===== src/rtl/core/dst_pkg.sv =====
// Shared types, codes and the keyword table of the date string tokenizer.
package dst_pkg;

	localparam int MAX_WORD_LEN_DEF = 10;
	localparam int KW_COUNT = 88;
	localparam int KW_IDX_W = $clog2(KW_COUNT);
	localparam int OUTQ_DEPTH = 4;

	typedef enum logic [1:0] {
		MODE_IDLE,
		MODE_WORD,
		MODE_NUM,
		MODE_FIN
	} mode_t;

	typedef enum logic [3:0] {
		K_FILLER,
		K_AMPM,
		K_MONTH,
		K_WDAY,
		K_ZONE,
		K_NUMBER,
		K_DELIM,
		K_UNKNOWN,
		K_END
	} kind_t;

	typedef struct packed {
		logic               last;
		logic [31:0]        nv;
		logic [7:0]         dc;
		logic signed [8:0]  value;
		kind_t              kind;
	} tok_t;

	typedef struct packed {
		logic [1:0] n;
		tok_t       t0;
		tok_t       t1;
	} push_t;

	// Keyword text is right-justified: the last letter sits in the low byte.
	typedef struct packed {
		logic [71:0]       txt;
		logic [3:0]        len;
		kind_t             kind;
		logic signed [8:0] val;
	} kw_t;

	function automatic tok_t mk_tok(kind_t kind, logic signed [8:0] value,
			logic [7:0] dc, logic [31:0] nv);
		tok_t t;
		t.last  = 1'b0;
		t.kind  = kind;
		t.value = value;
		t.dc    = dc;
		t.nv    = nv;
		return t;
	endfunction

	function automatic kw_t kw_entry(logic [KW_IDX_W-1:0] k);
		kw_t e;
		case (k)
			7'd0:  e = '{"t", 4'd1, K_FILLER, 9'sd0};
			7'd1:  e = '{"th", 4'd2, K_FILLER, 9'sd0};
			7'd2:  e = '{"nth", 4'd3, K_FILLER, 9'sd0};
			7'd3:  e = '{"st", 4'd2, K_FILLER, 9'sd0};
			7'd4:  e = '{"nd", 4'd2, K_FILLER, 9'sd0};
			7'd5:  e = '{"am", 4'd2, K_AMPM, 9'sd0};
			7'd6:  e = '{"pm", 4'd2, K_AMPM, 9'sd1};
			7'd7:  e = '{"january", 4'd7, K_MONTH, 9'sd0};
			7'd8:  e = '{"february", 4'd8, K_MONTH, 9'sd1};
			7'd9:  e = '{"march", 4'd5, K_MONTH, 9'sd2};
			7'd10: e = '{"april", 4'd5, K_MONTH, 9'sd3};
			7'd11: e = '{"may", 4'd3, K_MONTH, 9'sd4};
			7'd12: e = '{"june", 4'd4, K_MONTH, 9'sd5};
			7'd13: e = '{"july", 4'd4, K_MONTH, 9'sd6};
			7'd14: e = '{"august", 4'd6, K_MONTH, 9'sd7};
			7'd15: e = '{"september", 4'd9, K_MONTH, 9'sd8};
			7'd16: e = '{"october", 4'd7, K_MONTH, 9'sd9};
			7'd17: e = '{"november", 4'd8, K_MONTH, 9'sd10};
			7'd18: e = '{"december", 4'd8, K_MONTH, 9'sd11};
			7'd19: e = '{"jan", 4'd3, K_MONTH, 9'sd0};
			7'd20: e = '{"feb", 4'd3, K_MONTH, 9'sd1};
			7'd21: e = '{"mar", 4'd3, K_MONTH, 9'sd2};
			7'd22: e = '{"apr", 4'd3, K_MONTH, 9'sd3};
			7'd23: e = '{"jun", 4'd3, K_MONTH, 9'sd5};
			7'd24: e = '{"jul", 4'd3, K_MONTH, 9'sd6};
			7'd25: e = '{"aug", 4'd3, K_MONTH, 9'sd7};
			7'd26: e = '{"sep", 4'd3, K_MONTH, 9'sd8};
			7'd27: e = '{"oct", 4'd3, K_MONTH, 9'sd9};
			7'd28: e = '{"nov", 4'd3, K_MONTH, 9'sd10};
			7'd29: e = '{"dec", 4'd3, K_MONTH, 9'sd11};
			7'd30: e = '{"sunday", 4'd6, K_WDAY, 9'sd0};
			7'd31: e = '{"monday", 4'd6, K_WDAY, 9'sd1};
			7'd32: e = '{"tuesday", 4'd7, K_WDAY, 9'sd2};
			7'd33: e = '{"wednesday", 4'd9, K_WDAY, 9'sd3};
			7'd34: e = '{"thursday", 4'd8, K_WDAY, 9'sd4};
			7'd35: e = '{"friday", 4'd6, K_WDAY, 9'sd5};
			7'd36: e = '{"saturday", 4'd8, K_WDAY, 9'sd6};
			7'd37: e = '{"sun", 4'd3, K_WDAY, 9'sd0};
			7'd38: e = '{"mon", 4'd3, K_WDAY, 9'sd1};
			7'd39: e = '{"tue", 4'd3, K_WDAY, 9'sd2};
			7'd40: e = '{"wed", 4'd3, K_WDAY, 9'sd3};
			7'd41: e = '{"thu", 4'd3, K_WDAY, 9'sd4};
			7'd42: e = '{"fri", 4'd3, K_WDAY, 9'sd5};
			7'd43: e = '{"sat", 4'd3, K_WDAY, 9'sd6};
			7'd44: e = '{"idlw", 4'd4, K_ZONE, -9'sd12};
			7'd45: e = '{"nt", 4'd2, K_ZONE, -9'sd11};
			7'd46: e = '{"cat", 4'd3, K_ZONE, -9'sd10};
			7'd47: e = '{"hst", 4'd3, K_ZONE, -9'sd10};
			7'd48: e = '{"hdt", 4'd3, K_ZONE, -9'sd9};
			7'd49: e = '{"yst", 4'd3, K_ZONE, -9'sd9};
			7'd50: e = '{"ydt", 4'd3, K_ZONE, -9'sd8};
			7'd51: e = '{"pst", 4'd3, K_ZONE, -9'sd8};
			7'd52: e = '{"pdt", 4'd3, K_ZONE, -9'sd7};
			7'd53: e = '{"mst", 4'd3, K_ZONE, -9'sd7};
			7'd54: e = '{"mdt", 4'd3, K_ZONE, -9'sd6};
			7'd55: e = '{"cst", 4'd3, K_ZONE, -9'sd6};
			7'd56: e = '{"cdt", 4'd3, K_ZONE, -9'sd5};
			7'd57: e = '{"est", 4'd3, K_ZONE, -9'sd5};
			7'd58: e = '{"edt", 4'd3, K_ZONE, -9'sd4};
			7'd59: e = '{"ast", 4'd3, K_ZONE, -9'sd3};
			7'd60: e = '{"adt", 4'd3, K_ZONE, -9'sd2};
			7'd61: e = '{"wat", 4'd3, K_ZONE, -9'sd1};
			7'd62: e = '{"gmt", 4'd3, K_ZONE, 9'sd0};
			7'd63: e = '{"utc", 4'd3, K_ZONE, 9'sd0};
			7'd64: e = '{"z", 4'd1, K_ZONE, 9'sd0};
			7'd65: e = '{"wet", 4'd3, K_ZONE, 9'sd0};
			7'd66: e = '{"bst", 4'd3, K_ZONE, 9'sd1};
			7'd67: e = '{"cet", 4'd3, K_ZONE, 9'sd1};
			7'd68: e = '{"met", 4'd3, K_ZONE, 9'sd1};
			7'd69: e = '{"mewt", 4'd4, K_ZONE, 9'sd1};
			7'd70: e = '{"mest", 4'd4, K_ZONE, 9'sd2};
			7'd71: e = '{"cest", 4'd4, K_ZONE, 9'sd2};
			7'd72: e = '{"mesz", 4'd4, K_ZONE, 9'sd2};
			7'd73: e = '{"fwt", 4'd3, K_ZONE, 9'sd1};
			7'd74: e = '{"fst", 4'd3, K_ZONE, 9'sd2};
			7'd75: e = '{"eet", 4'd3, K_ZONE, 9'sd2};
			7'd76: e = '{"eest", 4'd4, K_ZONE, 9'sd3};
			7'd77: e = '{"wast", 4'd4, K_ZONE, 9'sd7};
			7'd78: e = '{"wadt", 4'd4, K_ZONE, 9'sd8};
			7'd79: e = '{"cct", 4'd3, K_ZONE, 9'sd8};
			7'd80: e = '{"jst", 4'd3, K_ZONE, 9'sd9};
			7'd81: e = '{"east", 4'd4, K_ZONE, 9'sd10};
			7'd82: e = '{"eadt", 4'd4, K_ZONE, 9'sd11};
			7'd83: e = '{"gst", 4'd3, K_ZONE, 9'sd10};
			7'd84: e = '{"nzt", 4'd3, K_ZONE, 9'sd12};
			7'd85: e = '{"nzst", 4'd4, K_ZONE, 9'sd12};
			7'd86: e = '{"nzdt", 4'd4, K_ZONE, 9'sd13};
			7'd87: e = '{"idle", 4'd4, K_ZONE, 9'sd12};
			default: e = '{72'd0, 4'd0, K_FILLER, 9'sd0};
		endcase
		return e;
	endfunction

endpackage


===== src/rtl/core/dst_lexer.sv =====
// Lexer state and token generation for one character per cycle while valid is high.
module dst_lexer import dst_pkg::*; #(
	parameter int MAX_WORD_LEN = MAX_WORD_LEN_DEF
) (
	input  logic       clk,
	input  logic       arst_n,
	input  logic       valid,
	input  logic [7:0] char_code,
	input  logic       is_terminator,
	output push_t      push
);

	localparam int WLW = $clog2(MAX_WORD_LEN + 2);

	mode_t                 mode_q, mode_n;
	logic [WLW-1:0]        word_len_q, word_len_n;
	logic [KW_COUNT-1:0]   alive_q, alive_n;
	logic                  hit_valid_q, hit_valid_n;
	kind_t                 hit_kind_q, hit_kind_n;
	logic signed [8:0]     hit_val_q, hit_val_n;
	logic [7:0]            dc_q, dc_n;
	logic [31:0]           acc_q, acc_n;

	logic       is_upper, is_lower, is_digit, is_delim, start_word;
	logic [7:0] lc;
	logic [WLW-1:0] pos;
	logic [KW_COUNT-1:0] base;
	logic [35:0] prod;
	logic [31:0] acc_base;
	logic [7:0]  dc_base;
	logic        fl_valid, fl_stop;
	tok_t        fl_tok;
	push_t       p;

	always_comb begin
		kw_t        e;
		logic [3:0] idx;
		is_upper = char_code >= 8'h41 && char_code <= 8'h5A;
		is_lower = char_code >= 8'h61 && char_code <= 8'h7A;
		is_digit = char_code >= 8'h30 && char_code <= 8'h39;
		is_delim = char_code == 8'h20 || char_code == 8'h2C || char_code == 8'h2F ||
			char_code == 8'h3A || char_code == 8'h2E || char_code == 8'h2B ||
			char_code == 8'h2D;
		lc = is_upper ? char_code + 8'd32 : char_code;
		start_word = mode_q != MODE_WORD;
		pos  = start_word ? '0 : word_len_q;
		base = start_word ? '1 : alive_q;
		alive_n = '0;
		hit_valid_n = 1'b0;
		hit_kind_n  = K_FILLER;
		hit_val_n   = 9'sd0;
		// Narrow the candidate set by one letter; the first survivor whose
		// length equals the letters seen so far is the match.
		for (int k = KW_COUNT - 1; k >= 0; k--) begin
			e = kw_entry(k[KW_IDX_W-1:0]);
			idx = e.len - 4'd1 - pos[3:0];
			alive_n[k] = base[k] && (int'(pos) < int'(e.len)) &&
				(e.txt[8*idx +: 8] == lc);
			if (alive_n[k] && int'(e.len) == int'(pos) + 1) begin
				hit_valid_n = 1'b1;
				hit_kind_n  = e.kind;
				hit_val_n   = e.val;
			end
		end
	end

	// Saturating decimal accumulate; a carry above bit 31 means overflow.
	always_comb begin
		acc_base = (mode_q == MODE_NUM) ? acc_q : 32'd0;
		dc_base  = (mode_q == MODE_NUM) ? dc_q : 8'd0;
		prod = {1'b0, acc_base, 3'b000} + {3'b000, acc_base, 1'b0} +
			{32'd0, char_code[3:0]};
	end

	// Flush of the pending run.
	always_comb begin
		fl_valid = 1'b0;
		fl_stop  = 1'b0;
		fl_tok   = mk_tok(K_END, 9'sd0, 8'd0, 32'd0);
		case (mode_q)
			MODE_WORD: begin
				fl_valid = 1'b1;
				if (hit_valid_q) begin
					fl_tok = mk_tok(hit_kind_q, hit_val_q, 8'd0, 32'd0);
				end else begin
					fl_tok  = mk_tok(K_UNKNOWN, 9'sd0, 8'd0, 32'd0);
					fl_stop = 1'b1;
				end
			end
			MODE_NUM: begin
				fl_valid = 1'b1;
				fl_tok   = mk_tok(K_NUMBER, 9'sd0, dc_q, acc_q);
			end
			default: begin
				fl_valid = 1'b0;
			end
		endcase
	end

	always_comb begin
		tok_t second;
		logic add2;
		mode_n     = mode_q;
		word_len_n = word_len_q;
		dc_n       = dc_q;
		acc_n      = acc_q;
		second     = mk_tok(K_END, 9'sd0, 8'd0, 32'd0);
		add2       = 1'b0;
		p.n  = 2'd0;
		p.t0 = fl_tok;
		p.t1 = fl_tok;
		if (mode_q == MODE_FIN) begin
			if (is_terminator) mode_n = MODE_IDLE;
		end else if (is_terminator) begin
			add2   = !fl_stop;
			mode_n = MODE_IDLE;
		end else if (is_upper || is_lower) begin
			p.n = {1'b0, mode_q == MODE_NUM};
			mode_n = MODE_WORD;
			word_len_n = (int'(pos) <= MAX_WORD_LEN) ? pos + 1'b1 : pos;
		end else if (is_digit) begin
			p.n = {1'b0, mode_q == MODE_WORD};
			if (fl_stop) begin
				mode_n = MODE_FIN;
			end else begin
				mode_n = MODE_NUM;
				dc_n   = (dc_base == 8'd255) ? dc_base : dc_base + 8'd1;
				acc_n  = (prod[35:32] != 4'd0) ? 32'hFFFF_FFFF : prod[31:0];
			end
		end else if (is_delim) begin
			second = mk_tok(K_DELIM, $signed({1'b0, char_code}), 8'd0, 32'd0);
			add2   = !fl_stop;
			mode_n = fl_stop ? MODE_FIN : MODE_IDLE;
		end else begin
			add2   = !fl_stop;
			mode_n = MODE_FIN;
		end
		if (mode_q != MODE_FIN && (is_terminator || !(is_upper || is_lower || is_digit))) begin
			p.n = {1'b0, fl_valid} + {1'b0, add2};
		end
		if (add2) begin
			if (fl_valid) p.t1 = second;
			else p.t0 = second;
		end
		if (p.n == 2'd2) p.t1.last = 1'b1;
		else p.t0.last = 1'b1;
		if (!valid) p.n = 2'd0;
	end

	assign push = p;

	always_ff @(posedge clk or negedge arst_n) begin
		if (!arst_n) begin
			mode_q      <= MODE_IDLE;
			word_len_q  <= '0;
			dc_q        <= 8'd0;
			acc_q       <= 32'd0;
			hit_valid_q <= 1'b0;
			alive_q     <= '0;
		end else if (valid) begin
			mode_q     <= mode_n;
			word_len_q <= word_len_n;
			dc_q       <= dc_n;
			acc_q      <= acc_n;
			if (mode_q != MODE_FIN && !is_terminator && (is_upper || is_lower)) begin
				alive_q     <= alive_n;
				hit_valid_q <= hit_valid_n;
			end
		end
	end

	always_ff @(posedge clk) begin
		if (valid && mode_q != MODE_FIN && !is_terminator && (is_upper || is_lower)) begin
			hit_kind_q <= hit_kind_n;
			hit_val_q  <= hit_val_n;
		end
	end

endmodule


===== src/rtl/core/dst_outq.sv =====
// Small result queue that takes up to two tokens a cycle and emits one while m_tready is high.
module dst_outq import dst_pkg::*; (
	input  logic        clk,
	input  logic        arst_n,
	input  push_t       push,
	output logic        room,
	output logic        m_tvalid,
	input  logic        m_tready,
	output tok_t        head
);

	localparam int PW = $clog2(OUTQ_DEPTH);

	tok_t            mem_q [OUTQ_DEPTH];
	logic [PW-1:0]   wr_q, rd_q;
	logic [PW:0]     count_q;
	logic            pop;

	assign pop      = m_tvalid && m_tready;
	assign m_tvalid = count_q != '0;
	assign room     = int'(count_q) <= OUTQ_DEPTH - 2;
	assign head     = mem_q[rd_q];

	always_ff @(posedge clk or negedge arst_n) begin
		if (!arst_n) begin
			wr_q    <= '0;
			rd_q    <= '0;
			count_q <= '0;
		end else begin
			wr_q    <= wr_q + PW'(push.n);
			rd_q    <= rd_q + PW'(pop);
			count_q <= count_q + (PW+1)'(push.n) - (PW+1)'(pop);
		end
	end

	always_ff @(posedge clk) begin
		if (push.n != 2'd0) mem_q[wr_q] <= push.t0;
		if (push.n == 2'd2) mem_q[wr_q + PW'(1)] <= push.t1;
	end

`ifndef ASSERT_OFF
	a_no_overflow: assert property (@(posedge clk) disable iff (!arst_n)
		int'(count_q) <= OUTQ_DEPTH) else $error("result queue overflow");
	a_push_fits: assert property (@(posedge clk) disable iff (!arst_n)
		push.n != 2'd0 |-> room) else $error("push without room");
	a_push_code: assert property (@(posedge clk) disable iff (!arst_n)
		push.n != 2'd3) else $error("bad push count");
	a_count_track: assert property (@(posedge clk) disable iff (!arst_n)
		(push.n == 2'd0 && !pop) |=> $stable(count_q))
		else $error("count moved while idle");
`endif

endmodule


===== src/rtl/core/date_string_tokenizer.sv =====
// Top level of the date string tokenizer: input register, lexer and result queue.
//
// Channel   Dir  Payload
// s_axis    in   tdata[7:0] character byte, tlast end of string
// m_axis    out  tdata token fields, tlast last token of one character
//
// One character is taken per cycle. It is registered, and the lexer then matches
// it against the keyword table and its run state and pushes zero, one or two
// tokens into a four-entry result queue. The queue emits one token per cycle
// while m_axis_tready is high, so a character with two tokens needs two output
// transfers; the input stalls only when fewer than two queue entries are free.
// Reset clears the lexer to idle and empties the queue; there is no clearing pass.
module date_string_tokenizer import dst_pkg::*; #(
	parameter int MAX_WORD_LEN = MAX_WORD_LEN_DEF
) (
	input  logic        clk,
	input  logic        arst_n,
	input  logic        s_axis_tvalid,
	output logic        s_axis_tready,
	input  logic [7:0]  s_axis_tdata,   // [7:0] char_code
	input  logic        s_axis_tlast,   // is_terminator
	output logic        m_axis_tvalid,
	input  logic        m_axis_tready,
	// [3:0] token_kind, [12:4] token_value, [20:13] digit_count,
	// [52:21] number_value, [55:53] zero
	output logic [55:0] m_axis_tdata,
	output logic        m_axis_tlast    // last_of_run
);

	logic       valid_s1;
	logic [7:0] char_s1;
	logic       term_s1;
	logic       room;
	logic       process;
	push_t      push;
	tok_t       head;

	// The registered character is consumed only when the queue can take the
	// worst case of two tokens.
	assign process       = valid_s1 && room;
	assign s_axis_tready = !valid_s1 || room;

	always_ff @(posedge clk or negedge arst_n) begin
		if (!arst_n) begin
			valid_s1 <= 1'b0;
		end else if (s_axis_tready) begin
			valid_s1 <= s_axis_tvalid;
		end
	end

	always_ff @(posedge clk) begin
		if (s_axis_tvalid && s_axis_tready) begin
			char_s1 <= s_axis_tdata;
			term_s1 <= s_axis_tlast;
		end
	end

	dst_lexer #(.MAX_WORD_LEN(MAX_WORD_LEN)) u_lexer (
		.clk           (clk),
		.arst_n        (arst_n),
		.valid         (process),
		.char_code     (char_s1),
		.is_terminator (term_s1),
		.push          (push)
	);

	dst_outq u_outq (
		.clk      (clk),
		.arst_n   (arst_n),
		.push     (push),
		.room     (room),
		.m_tvalid (m_axis_tvalid),
		.m_tready (m_axis_tready),
		.head     (head)
	);

	assign m_axis_tdata = {3'b000, head.nv, head.dc, head.value, head.kind};
	assign m_axis_tlast = head.last;

endmodule

===== config.mk =====
export PLATFORM = sky130hd
export DESIGN_NAME = date_string_tokenizer
export DESIGN_NICKNAME = d
export VERILOG_FILES = /design/src/rtl/core/dst_pkg.sv /design/src/rtl/core/dst_lexer.sv /design/src/rtl/core/dst_outq.sv /design/src/rtl/core/date_string_tokenizer.sv
export SDC_FILE = /design/constraint.sdc
export NUM_CORES = 1
export LEC_CHECK = 0
export ABC_AREA = 1
export BUFFER_PORTS_ARGS = -buffer_cell sky130_fd_sc_hd__buf_2
export CORE_MARGIN = 5
export CORE_UTILIZATION = 57
export DETAILED_ROUTE_END_ITERATION = 10
export GPL_ROUTABILITY_DRIVEN = 1
export GPL_TIMING_DRIVEN = 0
export HOLD_SLACK_MARGIN = 0.05
export PLACE_DENSITY_LB_ADDON = 0.15
export SLEW_MARGIN = 20
export SYNTH_ARGS = -nofsm -noshare
export SYNTH_HDL_FRONTEND = slang
export SYNTH_SLANG_ARGS = --single-unit

===== constraint.sdc =====
create_clock -name clk -period 8.1 [get_ports clk]
set_clock_uncertainty 0.2 [all_clocks]
set_input_delay 0.81 -clock clk [delete_from_list [all_inputs] [get_ports clk]]
set_output_delay 0.81 -clock clk [all_outputs]
set_load 0.02 [all_outputs]

Yosys cells after proc, flatten, opt, wreduce, memory -nomap -nowiden --
Memories as Yosys holds them, arrays and structs flattened. Index checks and enable logic that the tools add are counted.
Operators by class: $add $sub $neg 21, multiply operators 0, div/mod/pow operators 0, $lt $le $gt $ge 17, equal/unequal tests 113, shift-type cells 88, multiplexer cells 298, bitwise operators 4, reductions and logical operators 306
Operator list (count):
- 72-bit by 8-bit variable part select with 8-bit output (first input constant) | 88
- 8-bit equality test | 88
- 9-bit 2-to-1 mux | 43
- 54-bit 2-to-1 mux | 6
- 1-bit logical AND | 276
- 3-bit 2-to-1 mux | 48
- 4-bit by 32-bit equality test with 1-bit output (first input constant) | 4
- 4-bit 2-to-1 mux | 32
- 1-bit 2-to-1 mux | 108
- 108-bit 2-to-1 mux | 1
- 54-bit one-hot mux with 2 select lines | 1
- 2-bit 2-to-1 mux | 51
- 88-bit 2-to-1 mux | 1
- 87-bit OR reduction | 1
- 3-bit by 32-bit equality test with 1-bit output (first input constant) | 2
- 5-bit by 32-bit equality test with 1-bit output (first input constant) | 2
- 32-bit 2-to-1 mux | 2
- 8-bit by 6-bit equality test with 1-bit output (second input constant) | 7
- 44-bit OR reduction | 1
- 35-bit by 33-bit adder with 36-bit output | 1
- 36-bit by 4-bit adder with 36-bit output | 1
- 2-bit by 32-bit equality test with 1-bit output (first input constant) | 1
- 8-bit 2-to-1 mux | 3
- 8-bit by 7-bit greater-or-equal comparator with 1-bit output (second input constant) | 2
- other kinds (46) | 77
Storage, ports and cells: bits in registers 165, latch bits 0, memory bits (writable) 216, bits in read-only memories 0, input bits 13, output and inout port bits 59, word-level logic and storage cells 869, memories kept 1
Memory list:
- u_outq.mem_q | words 4, bits a word 54, read ports 1, clocked after Yosys merged registers in 0, wr ports 2, line dst_outq.sv:14 | tok_t mem_q [OUTQ_DEPTH];

Logic depth before layout (Yosys ltp) --
depth in word-level cells 95, gate-level depth with buffers 71, depth with buffers taken out 70

Cells and area by module --
A second synthesis with hierarchy kept.
Unflattened totals: cells, all modules 3327, area total of the unflattened synthesis 25470.7 µm²
Modules (own cells, without submodules):
- dst_lexer | times used 1, cells each 2142, area an instance 14231.1 µm², seq. area each 3618.5 µm²
- dst_outq | times used 1, cells each 1164, area an instance 10890.4 µm², seq. area each 6661.4 µm²
- date_string_tokenizer | times used 1, cells each 21, area an instance 349.1 µm², seq. area each 295.3 µm²

Least setup slack after synthesis --
Ideal clock, no wire load.
path type register -> register, start point reg u_lexer.mode_q[0], end point mem u_outq.mem_q[3][0] (netlist bit) (enable), library setup time 0.540 ns, arrival time 8.221 ns, required time 7.360 ns, path slack -0.862 ns, cell stages (with the launch flop) 22, path buffers 10, clock period less this slack 8.962 ns, path through dfrtp_1 -> ha_1 -> inv_1 -> clkbuf_1 -> clkbuf_1 -> clkbuf_1 -> clkbuf_1 -> buf_2 -> clkbuf_1 -> clkbuf_1 -> clkbuf_1 -> clkbuf_1 -> nor2_1 -> nor2_1 -> clkbuf_1 -> ha_1 -> inv_1 -> o21ai_0 -> inv_1 -> nor2_1 -> nor2_1 -> o21ai_0
RTL lines:
- from (decl) | line dst_lexer.sv:15 | mode_t mode_q, mode_n;
- from (signal assigned) | line dst_lexer.sv:161 | mode_q <= mode_n;
- to (decl) | line dst_outq.sv:14

==> impl_metrics.json <==
{
  "vias": 22700,
  "required_ps": 8140,
  "setup_viol": 0,
  "finalMaxSlewViolations": 0,
  "synthToLayoutAreaGrowth_pct": 11.4,
  "final_cell_mix": "nand2_1 (558), nor2_1 (471), o21ai_0 (285)",
  "finalCritPeriodShare": 0.960,
  "critical_path.most_common_cell": "nor2_1",
  "ys_ff_latch": 376,
  "hold_path.class": "in -> reg",
  "setup.worst_path.start_class": "flop",
  "firstDrtPassIters": 6,
  "antenna_found_initial": 1,
  "chipWidth_um": 214,
  "crit_arrival_ps": 7820,
  "hold_viol": 0,
  "post-place-ws_ps": -2350,
  "yosysTopAreaCell": "edfxtp_1",
  "ios": 72,
  "holdPathStages": 1,
  "design_area_sq_um": 26400,
  "antenna_cells": 0,
  "seq_area_frac_synth": 0.446,
  "fin_nets": 3177,
  "maxCapViolations": 0,
  "clkTransAtPathRegs_ps": 60,
  "whs_ps": 195,
  "place_area_sq_um": 24900,
  "timing.rr.start": "u_lexer.mode_q[1]",
  "powerDensity_nw_per_um2": 321,
  "fmax_ghz": 0.129,
  "cp-end-kind": "flop",
  "critPathTopFamily": "buffers and inverters",
  "avgSynthCellArea_sq_um": 8.05,
  "core_sq_um": 41000,
  "crit_buf_inv": 15,
  "initial_core_util": 0.578,
  "cp_max_fo": 41,
  "setup_ws_ps": 320,
  "clock_sinks": 376,
  "port_buffers": 68,
  "viasPerCell": 6.25,
  "final_common_cell": "nand2_1",
  "die_y_um": 214,
  "hpwl_um": 61300,
  "worstRegToRegCells": 24,
  "ys_warn_count": 0,
  "worstReg2RegEnd": "u_outq.mem_q[0][51]",
  "grt_overflow_total": 0,
  "slew_headroom": 0.188,
  "cts_tree": "built",
  "antenna_left": 0,
  "status": "complete, no violations",
  "dieArea_sq_um": 45800,
  "clkLatencyLatePin_ps": 590,
  "routed_wirelength_um": 85200,
  "cts_made_buffers": 42,
  "fp-row-count": 74,
  "drt_iter0_drc": 2669,
  "remaining_drc_errors": 0,
  "place.gp.congestion": 1.06,
  "rsz0062_at_grt": "true",
  "vdd_drop_max_v": 0.000250,
  "grt_util_all_layers": 0.358,
  "tightest_slew_ps": 1220,
  "worst-setup-path-type": "reg -> reg",
  "synth_top_area_frac": 0.295,
  "synthCells": 2945,
  "whs_endpoint": "char_s1[5]",
  "grt_pass1_wl_um": 129000,
  "hold_start": "s_axis_tdata[5]",
  "synth-edff-count": 233,
  "crit_chain": "inv_1, ha_2, inv_1, clkbuf_1, clkbuf_1, clkbuf_2, clkbuf_2, buf_4, clkbuf_4, clkbuf_2, nor2_1, nor2_1, clkbuf_2, ha_1, nand3_1, nor2_1, inv_1, nor2_1, inv_1, nor2_1, inv_2, clkbuf_1, nand2_4, buf_16",
  "routedWlPerCell_um": 23.5,
  "power.leakage_nw": 12.4,
  "grt_max_degree": 77,
  "fin_crit_ps": 7780,
  "synth_cell_types": 65,
  "drive_above_1_share": 0.0834,
  "slowest_stage": "clkbuf_1",
  "netlist_area_sq_um": 23700,
  "synth_area_leaders": "edfxtp_1 (30%), dfrtp_1 (15%), nand2_1 (8.9%)",
  "htree_levels": 2,
  "grt_pass1_vias": 22300,
  "r2r_setup_slack_ps": 320,
  "crit_path_max_incr_delay_ps": 460,
  "async_reset_ff_frac": 0.380,
  "clockRootBuffer": "clkbuf_16",
  "fillers": 3525,
  "synthFlopType": "edfxtp_1",
  "cts_buffer_depth": 3
}
-- metal layers --
metal | vias to the layer above | wire length, um | track usage
met5 | - | 13 | 0
met4 | 2 | 5950 | 0.220
met3 | 330 | 8110 | 0.0661
met2 | 1360 | 39500 | 0.588
met1 | 10700 | 31600 | 0.441
li1 | 10200 | - | -
-- synth_stat cells, types with 5 or more instances --
cell       instances
inv_2             23
nand2_2           13
a221oi_1           5
buf_4              7
or2_2              9
ha_1             100
o21ai_0          287
xnor2_1            8
inv_1            247
dfrtp_1          143
nor2_2             8
a2111oi_0          9
buf_1             12
nor2_1           476
o22ai_1           97
nor3_1            54
nand4_1           23
o21bai_1           7
clkbuf_1         120
edfxtp_1         233
o211ai_1          24
a31oi_1           15
a21oi_1           86
buf_2              9
nor4_1            30
nand2_1          562
o21ai_1            5
a211oi_1           9
xor2_1           132
clkinv_1           5
nand3_1           97
o2111ai_1         29
-- registers in the layout, indices dropped and copies added (netlist names) --
name,cells
u_lexer.hit_kind_q,3
u_lexer.hit_val_q,5
u_lexer.mode_q,2
u_lexer.hit_valid_q,1
u_outq.wr_q,2
char_s1,8
term_s1,1
u_lexer.dc_q,8
u_outq.mem_q,216
u_outq.count_q,3
u_lexer.acc_q,32
valid_s1,1
u_outq.rd_q,2
u_lexer.word_len_q,4
u_lexer.alive_q,88
-- cell type report --
class / count / area (sq um) / share of cell area
buffer: 143 / 603 / 0.0228
clock buffer: 60 / 1160 / 0.0439
clock inverter: 17 / 236 / 0.00896
inverter: 276 / 1040 / 0.0394
multi-input combinational: 2147 / 11600 / 0.439
sequential: 376 / 10600 / 0.401
tap: 532 / 666 / 0.0252
timing repair buffer: 75 / 526 / 0.0199
-- logic make-up (layout without fill, tap and decap cells) --
group	count (synthesis)	after routing	synth area share
AOI/OAI and AO/OA	599	599	0.148
xor gates and xnor gates	141	141	0.0529
adders and majority gates	103	103	0.0553
buffers and inverters	424	571	0.0688
DFF	376	376	0.446
muxes	1	1	0.000422
other	1	3	0.000158
and+or+nand+nor	1300	1300	0.229
-- power by group --
part / total [mW] / internal [mW] / switching, mW
combinational: 3.89 / 1.04 / 2.84
sequential: 2.62 / 2.48 / 0.140
clock: 1.97 / 1.14 / 0.830
total: 8.47 / 4.66 / 3.81
-- worst max path at each step --
stage | start | to | depth (start not counted) | slack [ps]
final | u_lexer.mode_q[1] | u_outq.mem_q[0][51] | 24 | 320
after global placement | u_lexer.mode_q[0] | u_outq.mem_q[3][41] | 21 | -4510
after floorplan | u_lexer.mode_q[0] | u_outq.mem_q[3][0] | 21 | 600
after CTS | u_lexer.mode_q[0] | u_lexer.acc_q[11] | 45 | 8
after global routing | u_lexer.mode_q[1] | u_lexer.hit_val_q[0] | 67 | -90
after detailed placement | u_lexer.mode_q[1] | u_outq.mem_q[0][32] | 26 | -2350
-- repair_timing --
action                                 in CTS  in global routing
cloned                                      0                  0
setup endpoints to repair                 469                173
endpoints found under the hold margin      65                  0
resized for setup                          14                 25
hold buffers                                1                  0
buffers inserted                            0                  0
-- stage by stage --
stage / setup TNS, ps / power, mW / cells / util
4_1_cts: 0 / 8.37 / 3629 / 0.643
6_report: 0 / 8.47 / 3626 / 0.644
2_1_floorplan: 0 / 5.02 / 2947 / -
3_5_place_dp: -698200 / 6.41 / 3553 / 0.608
3_3_place_gp: -1104540 / 6.31 / 3547 / 0.603
5_1_grt: -94.2 / 8.85 / 3626 / 0.644
Note: power is estimated with default switching activity, not from simulation.
